`config.mk`:
```
export PLATFORM = sky130hd
export DESIGN_NAME = adsr_envelope_generator_unit
export DESIGN_NICKNAME = d
export VERILOG_FILES = /design/src/sv/aeg_pkg.sv /design/src/sv/aeg_serial_mul.sv /design/src/sv/adsr_envelope_generator_unit.sv
export VERILOG_INCLUDE_DIRS = /design/src /design/src/sv
export SDC_FILE = /design/constraint.sdc
export NUM_CORES = 1
export LEC_CHECK = 0
export BUFFER_PORTS_ARGS = -buffer_cell sky130_fd_sc_hd__clkbuf_2
export CAP_MARGIN = 20
export CORE_UTILIZATION = 35
export CTS_CLUSTER_DIAMETER = 40
export DETAILED_ROUTE_END_ITERATION = 8
export PLACE_DENSITY = 0.49
export SYNTH_ARGS = -nofsm -noshare
export SYNTH_HDL_FRONTEND = slang
export SYNTH_SLANG_ARGS = --single-unit
export TNS_END_PERCENT = 50
```
`constraint.sdc`:
```
create_clock -name i_clk -period 4.3 [get_ports i_clk]
set_input_delay 0.43 -clock i_clk [delete_from_list [all_inputs] [get_ports i_clk]]
set_output_delay 0.43 -clock i_clk [all_outputs]
set_load 0.01 [all_outputs]
```
`src/sv/adsr_envelope_generator_unit_macros.svh`:
```
// Assertion macros shared by the envelope generator RTL.
// Relies on i_clk and i_rst_n being present in the including module.
`ifndef ADSR_ENVELOPE_GENERATOR_UNIT_MACROS_SVH
`define ADSR_ENVELOPE_GENERATOR_UNIT_MACROS_SVH

// same-cycle implication, checked outside reset
`define AEG_ASSERT_NOW(label, ante, cons, msg) \
    label: assert property (@(posedge i_clk) disable iff (!i_rst_n) \
        (ante) |-> (cons)) else $error(msg);

// next-cycle implication, checked outside reset
`define AEG_ASSERT_NEXT(label, ante, cons, msg) \
    label: assert property (@(posedge i_clk) disable iff (!i_rst_n) \
        (ante) |=> (cons)) else $error(msg);

`endif

```
`src/sv/aeg_pkg.sv`:
```
// Package for the ADSR envelope generator: word types, codes, constants.
// No dependencies; imported by aeg_serial_mul and the top level.
`timescale 1ns / 1ps
`default_nettype none

package aeg_pkg;

    localparam int PHASE_BITS_DEF = 20;
    localparam int STEP_W         = 20;
    localparam int LEVEL_W        = 16;
    localparam int MUL_W          = 16;
    localparam int CFG_AW         = 4;
    localparam int CFG_DW         = 32;

    // input modes
    localparam logic [1:0] MODE_TICK    = 2'd0;
    localparam logic [1:0] MODE_TRIGGER = 2'd1;
    localparam logic [1:0] MODE_FORCE   = 2'd2;

    // envelope stages
    localparam logic [2:0] STG_ATTACK  = 3'd0;
    localparam logic [2:0] STG_DECAY   = 3'd1;
    localparam logic [2:0] STG_SUSTAIN = 3'd2;
    localparam logic [2:0] STG_RELEASE = 3'd3;
    localparam logic [2:0] STG_DEAD    = 3'd4;

    // register indexes
    localparam logic [1:0] REG_ATTACK_STEP   = 2'd0;
    localparam logic [1:0] REG_DECAY_STEP    = 2'd1;
    localparam logic [1:0] REG_SUSTAIN_LEVEL = 2'd2;
    localparam logic [1:0] REG_RELEASE_STEP  = 2'd3;

    typedef struct packed {
        logic [1:0]  mode;
        logic [15:0] peak_level;
        logic [2:0]  target_stage;
    } t_aeg_in;

    typedef struct packed {
        logic [7:0] env_value;
        logic [2:0] env_stage;
    } t_aeg_out;

    typedef enum logic [2:0] {
        ST_IDLE,
        ST_ENTER,
        ST_TICK_GO,
        ST_TICK_WAIT,
        ST_OUT
    } t_aeg_state;

    // (65535 * lv) >> 16 without a multiplier
    function automatic logic [15:0] level_less_one(input logic [15:0] lv);
        return (lv == 16'h0000) ? 16'h0000 : lv - 16'd1;
    endfunction

endpackage

`default_nettype wire

```
`src/sv/aeg_serial_mul.sv`:
```
// Bit-serial shift-add multiplier, one multiplier bit per cycle.
// Depends on aeg_pkg (MUL_W) and the shared assertion macros.
`timescale 1ns / 1ps
`default_nettype none
`include "adsr_envelope_generator_unit_macros.svh"

module aeg_serial_mul import aeg_pkg::*; (
    input  wire logic               i_clk,
    input  wire logic               i_rst_n,
    input  wire logic               i_start,
    input  wire logic [MUL_W-1:0]   i_mcand,
    input  wire logic [MUL_W-1:0]   i_mplier,
    output logic                    o_busy,
    output logic                    o_done,
    output logic [2*MUL_W-1:0]      o_product
);

    localparam int CNT_W = $clog2(MUL_W);

    logic             r_busy;
    logic             r_done;
    logic [CNT_W-1:0] r_cnt;
    logic [MUL_W-1:0] r_mcand;
    logic [MUL_W-1:0] r_hi;
    logic [MUL_W-1:0] r_lo;
    logic [MUL_W:0]   w_sum;

    // partial sum for the current multiplier bit
    assign w_sum = {1'b0, r_hi} + (r_lo[0] ? {1'b0, r_mcand} : '0);

    // sequencing
    always_ff @(posedge i_clk) begin
        if (!i_rst_n) begin
            r_busy <= 1'b0;
            r_done <= 1'b0;
            r_cnt  <= '0;
        end else begin
            r_done <= 1'b0;
            if (i_start) begin
                r_busy <= 1'b1;
                r_cnt  <= '0;
            end else if (r_busy) begin
                r_cnt <= r_cnt + CNT_W'(1);
                if (r_cnt == CNT_W'(MUL_W - 1)) begin
                    r_busy <= 1'b0;
                    r_done <= 1'b1;
                end
            end
        end
    end

    // shift register datapath: product grows in hi, multiplier shifts out of lo
    always_ff @(posedge i_clk) begin
        if (i_start) begin
            r_mcand <= i_mcand;
            r_hi    <= '0;
            r_lo    <= i_mplier;
        end else if (r_busy) begin
            r_hi <= w_sum[MUL_W:1];
            r_lo <= {w_sum[0], r_lo[MUL_W-1:1]};
        end
    end

    assign o_busy    = r_busy;
    assign o_done    = r_done;
    assign o_product = {r_hi, r_lo};

    `AEG_ASSERT_NOW(a_start_idle, i_start, !r_busy, "multiplier started while busy")
    `AEG_ASSERT_NEXT(a_done_pulse, r_done, !r_done, "done held longer than one cycle")
    `AEG_ASSERT_NOW(a_done_after_busy, r_done, $past(r_busy), "done without a run")

endmodule

`default_nettype wire

```
`src/sv/adsr_envelope_generator_unit.sv`:
```
// Linear ADSR envelope generator with APB register port.
// Depends on aeg_pkg, aeg_serial_mul and the shared assertion macros.
//
// Usage:
//   Input words arrive on i_in_valid / o_in_ready / i_in_data, results leave on
//   o_out_valid / i_out_ready / o_out_data, one result word per input word.
//   Mode tick advances the envelope, trigger restarts the attack at a new
//   peak, force sets a stage (release on gate-off rescales from the output).
//   Registers (attack step, decay step, sustain level, release step) sit at APB byte
//   offsets 0, 4, 8, 12; write only while idle, the block does not enforce it.
// Timing:
//   One word is in flight at a time. The 8x16 output product and the 16x16
//   decay-entry product run on one bit-serial multiplier, one bit per cycle.
//   A tick runs the output product before its result, after the decay-entry
//   product when it also enters decay; trigger, mode 3 and most forces need no
//   product, a force into decay only the decay-entry one. The block is ready for
//   the next word in the same cycle that the result enters the output register.
// Reset: all envelope state and registers clear to zero, no word pending.
// Stall: a held result stays in the output register; the block still takes
//   and works on the next word, and waits only to hand that result over.
`timescale 1ns / 1ps
`default_nettype none
`include "adsr_envelope_generator_unit_macros.svh"

module adsr_envelope_generator_unit import aeg_pkg::*; #(
    parameter int PHASE_BITS = PHASE_BITS_DEF
) (
    input  wire logic               i_clk,
    input  wire logic               i_rst_n,
    input  wire logic               i_in_valid,
    output logic                    o_in_ready,
    input  wire t_aeg_in            i_in_data,
    output logic                    o_out_valid,
    input  wire logic               i_out_ready,
    output t_aeg_out                o_out_data,
    input  wire logic               psel,
    input  wire logic               penable,
    input  wire logic               pwrite,
    input  wire logic [CFG_AW-1:0]  paddr,
    input  wire logic [CFG_DW-1:0]  pwdata,
    output logic [CFG_DW-1:0]       prdata,
    output logic                    pready
);

    localparam int ACC_W = ((PHASE_BITS > STEP_W) ? PHASE_BITS : STEP_W) + 1;

    // configuration registers
    logic [STEP_W-1:0]  r_attack;
    logic [STEP_W-1:0]  r_decay;
    logic [LEVEL_W-1:0] r_sustain;
    logic [STEP_W-1:0]  r_release;

    // envelope state
    t_aeg_state         r_state, n_state;
    logic [2:0]         r_stage, n_stage;
    logic [ACC_W-1:0]   r_phase, n_phase;
    logic [LEVEL_W-1:0] r_level, n_level;
    logic [7:0]         r_value, n_value;
    logic [LEVEL_W-1:0] r_scale, n_scale;
    logic [LEVEL_W-1:0] r_offset, n_offset;
    logic [STEP_W-1:0]  r_step, n_step;
    logic               r_tick_after, n_tick_after;

    // output register
    logic               r_out_valid, n_out_valid;
    t_aeg_out           r_out_data, n_out_data;

    // multiplier hookup
    logic                 w_mul_start;
    logic [MUL_W-1:0]     w_mul_a;
    logic [MUL_W-1:0]     w_mul_b;
    logic                 w_mul_busy;
    logic                 w_mul_done;
    logic [2*MUL_W-1:0]   w_prod;

    logic               w_in_acc;
    logic               w_cfg_wr;
    logic [1:0]         w_cfg_idx;
    logic [2:0]         w_next_stage;
    logic [2:0]         w_target;
    logic [7:0]         w_phase_top;
    logic [7:0]         w_o;
    logic [16:0]        w_sum;
    logic [2*MUL_W:0]   w_rem;

    aeg_serial_mul u_mul (
        .i_clk     (i_clk),
        .i_rst_n   (i_rst_n),
        .i_start   (w_mul_start),
        .i_mcand   (w_mul_a),
        .i_mplier  (w_mul_b),
        .o_busy    (w_mul_busy),
        .o_done    (w_mul_done),
        .o_product (w_prod)
    );

    // APB register port
    assign pready    = 1'b1;
    assign w_cfg_idx = paddr[CFG_AW-1:2];
    assign w_cfg_wr  = psel & penable & pwrite;

    always_ff @(posedge i_clk) begin
        if (!i_rst_n) begin
            r_attack  <= '0;
            r_decay   <= '0;
            r_sustain <= '0;
            r_release <= '0;
        end else if (w_cfg_wr) begin
            case (w_cfg_idx)
                REG_ATTACK_STEP:   r_attack  <= pwdata[STEP_W-1:0];
                REG_DECAY_STEP:    r_decay   <= pwdata[STEP_W-1:0];
                REG_SUSTAIN_LEVEL: r_sustain <= pwdata[LEVEL_W-1:0];
                REG_RELEASE_STEP:  r_release <= pwdata[STEP_W-1:0];
                default: ;
            endcase
        end
    end

    always_comb begin
        case (w_cfg_idx)
            REG_ATTACK_STEP:   prdata = {{(CFG_DW-STEP_W){1'b0}}, r_attack};
            REG_DECAY_STEP:    prdata = {{(CFG_DW-STEP_W){1'b0}}, r_decay};
            REG_SUSTAIN_LEVEL: prdata = {{(CFG_DW-LEVEL_W){1'b0}}, r_sustain};
            REG_RELEASE_STEP:  prdata = {{(CFG_DW-STEP_W){1'b0}}, r_release};
            default:           prdata = '0;
        endcase
    end

    // shared datapath terms
    assign o_in_ready   = (r_state == ST_IDLE);
    assign w_in_acc     = i_in_valid & o_in_ready;
    assign w_next_stage = (r_stage < STG_DEAD) ? r_stage + 3'd1 : STG_DEAD;
    assign w_target     = (i_in_data.target_stage > STG_DEAD) ? STG_DEAD
                                                              : i_in_data.target_stage;
    assign w_phase_top  = r_phase[PHASE_BITS-1 -: 8];
    assign w_sum        = {1'b0, w_prod[2*MUL_W-1:MUL_W]} + {9'h000, r_offset[15:8]};
    // (65535 - S) * L = (L << 16) - L - S * L
    assign w_rem        = {1'b0, r_level, 16'h0000} - {17'h00000, r_level}
                        - {1'b0, w_prod};

    // stage sequencer
    always_comb begin
        n_state      = r_state;
        n_stage      = r_stage;
        n_phase      = r_phase;
        n_level      = r_level;
        n_value      = r_value;
        n_scale      = r_scale;
        n_offset     = r_offset;
        n_step       = r_step;
        n_tick_after = r_tick_after;
        n_out_valid  = r_out_valid & ~i_out_ready;
        n_out_data   = r_out_data;
        w_mul_start  = 1'b0;
        w_mul_a      = r_sustain;
        w_mul_b      = r_level;
        w_o          = 8'h00;

        case (r_state)
            ST_IDLE: begin
                if (w_in_acc) begin
                    n_state = ST_OUT;
                    case (i_in_data.mode)
                        MODE_TICK: begin
                            n_state = ST_TICK_GO;
                            // phase wrapped: advance the stage first
                            if (|(r_phase >> PHASE_BITS)) begin
                                n_phase = '0;
                                n_step  = '0;
                                n_stage = w_next_stage;
                                case (w_next_stage)
                                    STG_DECAY: begin
                                        w_mul_start  = 1'b1;
                                        n_tick_after = 1'b1;
                                        n_state      = ST_ENTER;
                                    end
                                    STG_SUSTAIN: begin
                                        n_offset = '0;
                                        n_scale  = r_level;
                                    end
                                    STG_DEAD: begin
                                        n_offset = '0;
                                        n_scale  = '0;
                                    end
                                    default: ;
                                endcase
                            end
                        end
                        MODE_TRIGGER: begin
                            // attack from zero: first output is always zero
                            n_stage  = STG_ATTACK;
                            n_level  = i_in_data.peak_level;
                            n_offset = '0;
                            n_scale  = level_less_one(i_in_data.peak_level);
                            n_step   = r_attack;
                            n_phase  = ACC_W'(r_attack);
                            n_value  = 8'h00;
                        end
                        MODE_FORCE: begin
                            n_stage = w_target;
                            n_phase = '0;
                            case (w_target)
                                STG_ATTACK: begin
                                    n_offset = '0;
                                    n_scale  = level_less_one(r_level);
                                    n_step   = r_attack;
                                end
                                STG_DECAY: begin
                                    w_mul_start  = 1'b1;
                                    n_tick_after = 1'b0;
                                    n_state      = ST_ENTER;
                                end
                                STG_SUSTAIN: begin
                                    n_offset = '0;
                                    n_scale  = r_level;
                                    n_step   = '0;
                                end
                                STG_RELEASE: begin
                                    n_level  = {r_value, 8'h00};
                                    n_offset = '0;
                                    n_scale  = level_less_one({r_value, 8'h00});
                                    n_step   = r_release;
                                end
                                default: begin
                                    n_offset = '0;
                                    n_scale  = '0;
                                    n_step   = '0;
                                end
                            endcase
                        end
                        default: ;
                    endcase
                end
            end

            // decay entry: S * L on the multiplier
            ST_ENTER: begin
                if (w_mul_done) begin
                    n_offset = w_prod[2*MUL_W-1:MUL_W];
                    n_scale  = w_rem[2*MUL_W-1:MUL_W];
                    n_step   = r_decay;
                    n_state  = r_tick_after ? ST_TICK_GO : ST_OUT;
                end
            end

            // pick the stage's output shape and start o * scale
            ST_TICK_GO: begin
                case (r_stage)
                    STG_ATTACK:  w_o = w_phase_top;
                    STG_DECAY,
                    STG_RELEASE: w_o = 8'd255 - w_phase_top;
                    STG_SUSTAIN: w_o = r_sustain[15:8];
                    default: begin
                        w_o      = 8'h00;
                        n_offset = '0;
                    end
                endcase
                w_mul_start = 1'b1;
                w_mul_a     = r_scale;
                w_mul_b     = {8'h00, w_o};
                n_state     = ST_TICK_WAIT;
            end

            ST_TICK_WAIT: begin
                if (w_mul_done) begin
                    n_value = (w_sum > 17'd255) ? 8'hFF : w_sum[7:0];
                    n_phase = r_phase + ACC_W'(r_step);
                    n_state = ST_OUT;
                end
            end

            // hand the result word to the output register
            ST_OUT: begin
                if (!r_out_valid || i_out_ready) begin
                    n_out_valid          = 1'b1;
                    n_out_data.env_value = r_value;
                    n_out_data.env_stage = r_stage;
                    n_state              = ST_IDLE;
                end
            end

            default: n_state = ST_IDLE;
        endcase
    end

    // state registers
    always_ff @(posedge i_clk) begin
        if (!i_rst_n) begin
            r_state      <= ST_IDLE;
            r_stage      <= STG_ATTACK;
            r_phase      <= '0;
            r_level      <= '0;
            r_value      <= '0;
            r_scale      <= '0;
            r_offset     <= '0;
            r_step       <= '0;
            r_tick_after <= 1'b0;
            r_out_valid  <= 1'b0;
        end else begin
            r_state      <= n_state;
            r_stage      <= n_stage;
            r_phase      <= n_phase;
            r_level      <= n_level;
            r_value      <= n_value;
            r_scale      <= n_scale;
            r_offset     <= n_offset;
            r_step       <= n_step;
            r_tick_after <= n_tick_after;
            r_out_valid  <= n_out_valid;
        end
    end

    // output word payload
    always_ff @(posedge i_clk) begin
        r_out_data <= n_out_data;
    end

    assign o_out_valid = r_out_valid;
    assign o_out_data  = r_out_data;

    `AEG_ASSERT_NOW(a_ready_mul_idle, o_in_ready, !w_mul_busy, "ready while multiplier runs")
    `AEG_ASSERT_NOW(a_done_in_wait, w_mul_done, (r_state == ST_ENTER) || (r_state == ST_TICK_WAIT), "product arrived outside a wait state")
    `AEG_ASSERT_NEXT(a_trigger_zero, w_in_acc && (i_in_data.mode == MODE_TRIGGER), (r_stage == STG_ATTACK) && (r_value == 8'h00), "trigger did not restart attack")
    `AEG_ASSERT_NOW(a_out_from_seq, $rose(r_out_valid), $past(r_state == ST_OUT), "result loaded outside hand-over")

endmodule

`default_nettype wire

```
* Word level (Yosys, flattened, before mapping)
Cells that the tools add are included.
** Cells by class
- Mux-type cells :: 73
- Magnitude comparators :: 3
- Bitwise operators :: 7
- Equality and inequality tests :: 34
- Reductions and logical operators :: 37
- Add/subtract/negate cells :: 11
** Operator list (number)
- $mux 16 :: 18
- $pmux 16 s3 :: 3
- $pmux 32 s4 :: 1
- $pmux 20 s3 :: 2
- $pmux 16 s2 :: 3
- $mux 20 :: 4
- $pmux 16 s4 :: 1
- $pmux 21 s3 :: 1
- $sub 16x1->16 const B :: 3
- $mux 21 :: 2
- $pmux 21 s2 :: 1
- $pmux 20 s2 :: 1
- $logic_not 16->1 :: 2
- $mux 8 :: 4
- $sub 32x16->32 :: 1
- $sub 32x32->32 :: 1
- $mux 3 :: 9
- $pmux 8 s3 :: 1
- $add 21x20->21 :: 1
- $eq 3x2->1 const B :: 7
- $reduce_and 4->1 :: 5
- $add 16x17->17 :: 1
- $add 16x8->17 :: 1
- $gt 17x8->1 const B :: 1
- 39 further kinds :: 91
** Storage, ports and cells
- Output and inout bits :: 46
- Input port bits :: 64
- Logic and storage cells :: 188
- Register bits :: 246

* Longest topological paths before layout
- Word-level depth :: 9
- Mapped depth :: 13
- Depth with buffers taken out :: 12

* Modules after synthesis
From an unflattened synthesis, not the netlist that was laid out.
** Second synthesis, totals
- Cell total of the unflattened synthesis :: 1901
- Area, all modules :: 15967.8 µm²
** Modules (own cells, without submodules)
- adsr_envelope_generator_unit :: instances 1, area an instance 13111.3 µm², cells an instance 1644
- aeg_serial_mul :: instances 1, area an instance 2856.5 µm², cells an instance 257

* Least setup slack after synthesis
No wires, ideal clock.
- Path kind :: flip-flop to flip-flop
- Start :: reg r_level[3]
- End :: reg r_scale[9]
- Period minus slack after synthesis :: 3243 ps
- Setup slack :: 1057 ps
- Stages on the path, launching flop included :: 13
- Library setup time :: 120 ps
- Arrival time :: 3124 ps
- Data required time :: 4180 ps
- Cells stage by stage :: dfxtp_1 -> clkbuf_1 -> inv_1 -> ha_1 -> ha_1 -> a211oi_1 -> o211ai_1 -> a2111oi_0 -> o21bai_1 -> o211ai_2 -> a21oi_1 -> or2_2 -> a211o_1
** Between the ends
- Longest elaborated chain between the ends :: 6
** RTL lines
- start: declaration :: RTL line adsr_envelope_generator_unit.sv:57 : logic [LEVEL_W-1:0] r_level, n_level;
- start signal: assignment :: RTL line adsr_envelope_generator_unit.sv:303 : r_level <= n_level;
- branches (longest 5 deep; another with $sub 32x16->32)
- $pmux 16 s2 (*) :: RTL line adsr_envelope_generator_unit.sv:159 : case (r_state)
- end signal: assignment :: RTL line adsr_envelope_generator_unit.sv:305 : r_scale <= n_scale;
- end: declaration :: RTL line adsr_envelope_generator_unit.sv:59 : logic [LEVEL_W-1:0] r_scale, n_scale;
Mark *: on every way between the ends. The select of a mux whose other input is x is not followed.
A chain may end at the register's enable or synchronous reset.

* Worst setup path in the final report
- Start :: reg r_level[7]
- End :: reg r_scale[9]
Same word-level chain as after synthesis.

==> results_dict.tcl <==
set metrics [dict create \
    rows 76 \
    postPlaceCellArea_sq_um 16500 \
    vias 14500 \
    clock_latency_ns 0.62 \
    crit_required_ns 4.76 \
    synthMuxAreaShare_pct 4.02 \
    netlist.area_leader.share_pct 25.3 \
    async_flop_share_pct 0 \
    pin_count 110 \
    drv_cap 0 \
    fin_tns_setup_ns 0 \
    drive_above_1_share_pct 13.0 \
    yosysUniqueCellTypes 81 \
    final_cell_area_sq_um 18400 \
    cts-hold-fix-buffers 0 \
    synth_area_leaders "dfxtp_1 (25%), ha_1 (9.5%), edfxtp_1 (8.4%)" \
    first_pass_iters 5 \
    slowest_stage "a2111oi_0" \
    path_class "flop to flop" \
    htreeDepth 2 \
    synth_top_family_by_area "compound AO/OA/AOI/OAI gates" \
    port_buffers 82 \
    synthAdderAreaFrac_pct 9.86 \
    dieArea_sq_um 45000 \
    nNetsFinal 2195 \
    fin_crit_sh_pct 87.2 \
    diodes 0 \
    ys_ff_latch 238 \
    yosysTopAreaCell "dfxtp_1" \
    grt_overflow 0 \
    cts_made_buffers 54 \
    max_freq_mhz 267 \
    worstPathCellList "inv_1 > ha_1 > ha_1 > a21oi_1 > o21ai_0 > a2111oi_0 > o21bai_1 > o211ai_2 > a21oi_1 > or2_2 > a211o_1" \
    critPathArrivalTime_ns 4.21 \
    end_kind "flop" \
    drt-vias-per-instance 5.50 \
    antenna_found_initial 0 \
    slew_headroom_pct 21.6 \
    hold_class "primary input to flop" \
    die_h_microns 212 \
    wire_per_inst_microns 19.6 \
    cts-root-buf "clkbuf_16" \
    setup_ws_ns 0.550 \
    critical-path-top-delay-family "compound AO/OA/AOI/OAI gates" \
    cts_setup_buffers 0 \
    start_util_pct 35.6 \
    grt.total_usage_pct 23.2 \
    max-vdd-ir-drop_uv 331 \
    crit_path_max_incr_delay_ns 0.61 \
    crit_fanout 7 \
    cts_sinks 238 \
    grt_start_max_net_pins 116 \
    avgSynthCellArea_sq_um 7.95 \
    drt_iter0_drc 1034 \
    synth_top_flop_cell "dfxtp_1" \
    first_global_vias 13800 \
    yosys.area_share.xor_xnor_pct 3.40 \
    tightest_slew_ns 1.17 \
    clk_pin_slew_worst_paths_ns 0.05 \
    slew_viol_final 0 \
    yosysWarnings 0 \
    cellLeakagePower_nw 7.34 \
    cp-start-kind "flop" \
    rsz0062_at_grt "false" \
    drc 0 \
    power_mw 9.78 \
    clock_path_buffers 3 \
    setup_viol 0 \
    synth_compound_area_share_pct 23.0 \
    gp_congestion 0.891 \
    syn_to_final_growth_pct 19.1 \
    synth-simple-area-share_pct 20.0 \
    netlist_instances 1943 \
    synth_area_sq_um 15500 \
    skew_ns 0.0611 \
    dp_hpwl_mm 37.2 \
    synth-seq-area-share_pct 33.6 \
    cts_tree "built" \
    post-place-ws_ns 0.697 \
    path_buf_inv 1 \
    status "finished clean" \
    cts.repair.resized 0 \
    ant_nets 0 \
    wirelength_mm 51.9 \
    synth_edf_count 43 \
    grt_pass1_wl_mm 80.3 \
    min_period_ns 3.75 \
    hold_viol_final 0 \
    powerDensity_nw_per_um2 531 \
    die_w_microns 212 \
    core_sq_um 43400 \
]
final cells by class:
class / instances / area, sq um
sequential: 238 / 5190
multi-input combinational: 1485 / 9400
clock buffer: 62 / 1430
tap: 585 / 732
clock inverter: 40 / 494
inverter: 104 / 393
timing repair buffer: 128 / 768
fill: 4484 / 24900
metrics by stage:
stage                     hold slack (ns)  cells  util (%)
after detailed placement            0.464   2539      38.0
after global routing               0.0696   2642      42.5
after floorplan                     0.446   1954         -
after global placement              0.456   2539      38.0
final                              0.0771   2642      42.5
after CTS                          0.0414   2641      42.4
worst paths after layout:
check / startpoint / endpoint / slack (ns) / depth (start not counted)
setup / recovery: r_level[7] / r_scale[9] / 0.55 / 11
hold reg to reg: u_mul.r_cnt[3] / u_mul.o_done / 0.47 / 2
hold / removal: pwdata[16] / r_release[16] / 0.08 / 3
setup reg to reg: r_level[7] / r_scale[9] / 0.55 / 11
placed cells by master (no fill, tap or decap), types with 7 or more instances in the layout:
master / count
nand2_1: 323
dfxtp_1: 195
a21oi_1: 190
nor2_1: 158
ha_1: 117
inv_1: 102
o21ai_0: 97
clkbuf_2: 82
clkbuf_16: 56
nand3_1: 49
a211oi_1: 45
buf_4: 45
edfxtp_1: 43
a22oi_1: 42
xnor2_1: 41
nor3_1: 30
and2_1: 27
mux2i_1: 26
a31oi_1: 26
a21o_1: 24
xor2_1: 19
mux4_2: 16
nand2b_1: 16
and3_1: 14
o22ai_1: 13
conb_1: 13
nor2b_1: 12
or3_1: 11
nor4_1: 10
a311oi_1: 10
o211ai_1: 9
o221ai_1: 9
clkinv_2: 9
nand4_1: 8
o2111ai_1: 7
o31ai_1: 7
metal layers:
metal / wire length (microns) / vias to the layer above / global-route usage [%] / part of all wire (%)
li1: - / 7097 / - / -
met1: 23300 / 6915 / 30.6 / 45
met2: 24300 / 420 / 38.0 / 47
met3: 2830 / 89 / 3.84 / 5.5
met4: 1440 / 0 / 8.45 / 2.8
met5: 0 / - / 0 / 0
cells by family (layout without fill, tap and decap cells):
group                    Yosys count  in the layout
buffers and inverters            231            334
AND/OR/NAND/NOR                  693            693
AO/OA/AOI/OAI                    557            557
flip-flops                       238            238
multiplexers                      42             42
other                              2             13
XOR/XNOR                          60             60
adder cells (fa/ha/maj)          120            120
cells in the mapped netlist, types with 19 or more instances:
| cell | n |
|---|---|
| a22oi_1 | 42 |
| nor2_1 | 158 |
| nor3_1 | 31 |
| clkbuf_1 | 95 |
| edfxtp_1 | 43 |
| a31oi_1 | 26 |
| xor2_1 | 19 |
| a211oi_1 | 45 |
| a21oi_1 | 191 |
| ha_1 | 117 |
| xnor2_1 | 41 |
| dfxtp_1 | 195 |
| nand2_1 | 323 |
| mux2i_1 | 26 |
| o21ai_0 | 97 |
| inv_1 | 102 |
| a21o_1 | 24 |
| and2_1 | 26 |
| nand3_1 | 49 |
report_power, final:
part	switching [mW]	total, mW	leakage (nW)	internal, mW
Sequential	0.260	2.74	1.98	2.48
Clock	1.50	4.30	0.936	2.80
Combinational	1.65	2.73	4.42	1.08
flip-flops by register name (all words and copies together), names as in the netlist:
register	flops
r_value	8
r_step	20
u_mul.r_mcand	16
r_stage	3
r_phase	21
r_offset	8
u_mul.r_lo	16
r_tick_after	1
r_scale	16
u_mul.r_hi	16
u_mul.r_cnt	4
r_sustain	16
r_attack	20
u_mul.o_busy	1
o_out_data	11
r_release	20
r_state	3
o_out_valid	1
r_level	16
r_decay	20
u_mul.o_done	1
tightest hold or removal path: stages:
cell	delay, ns
clkbuf_2	0.10
nand2_1	0.05
a21oi_1	0.05
(Power assumes the default switching activity.)
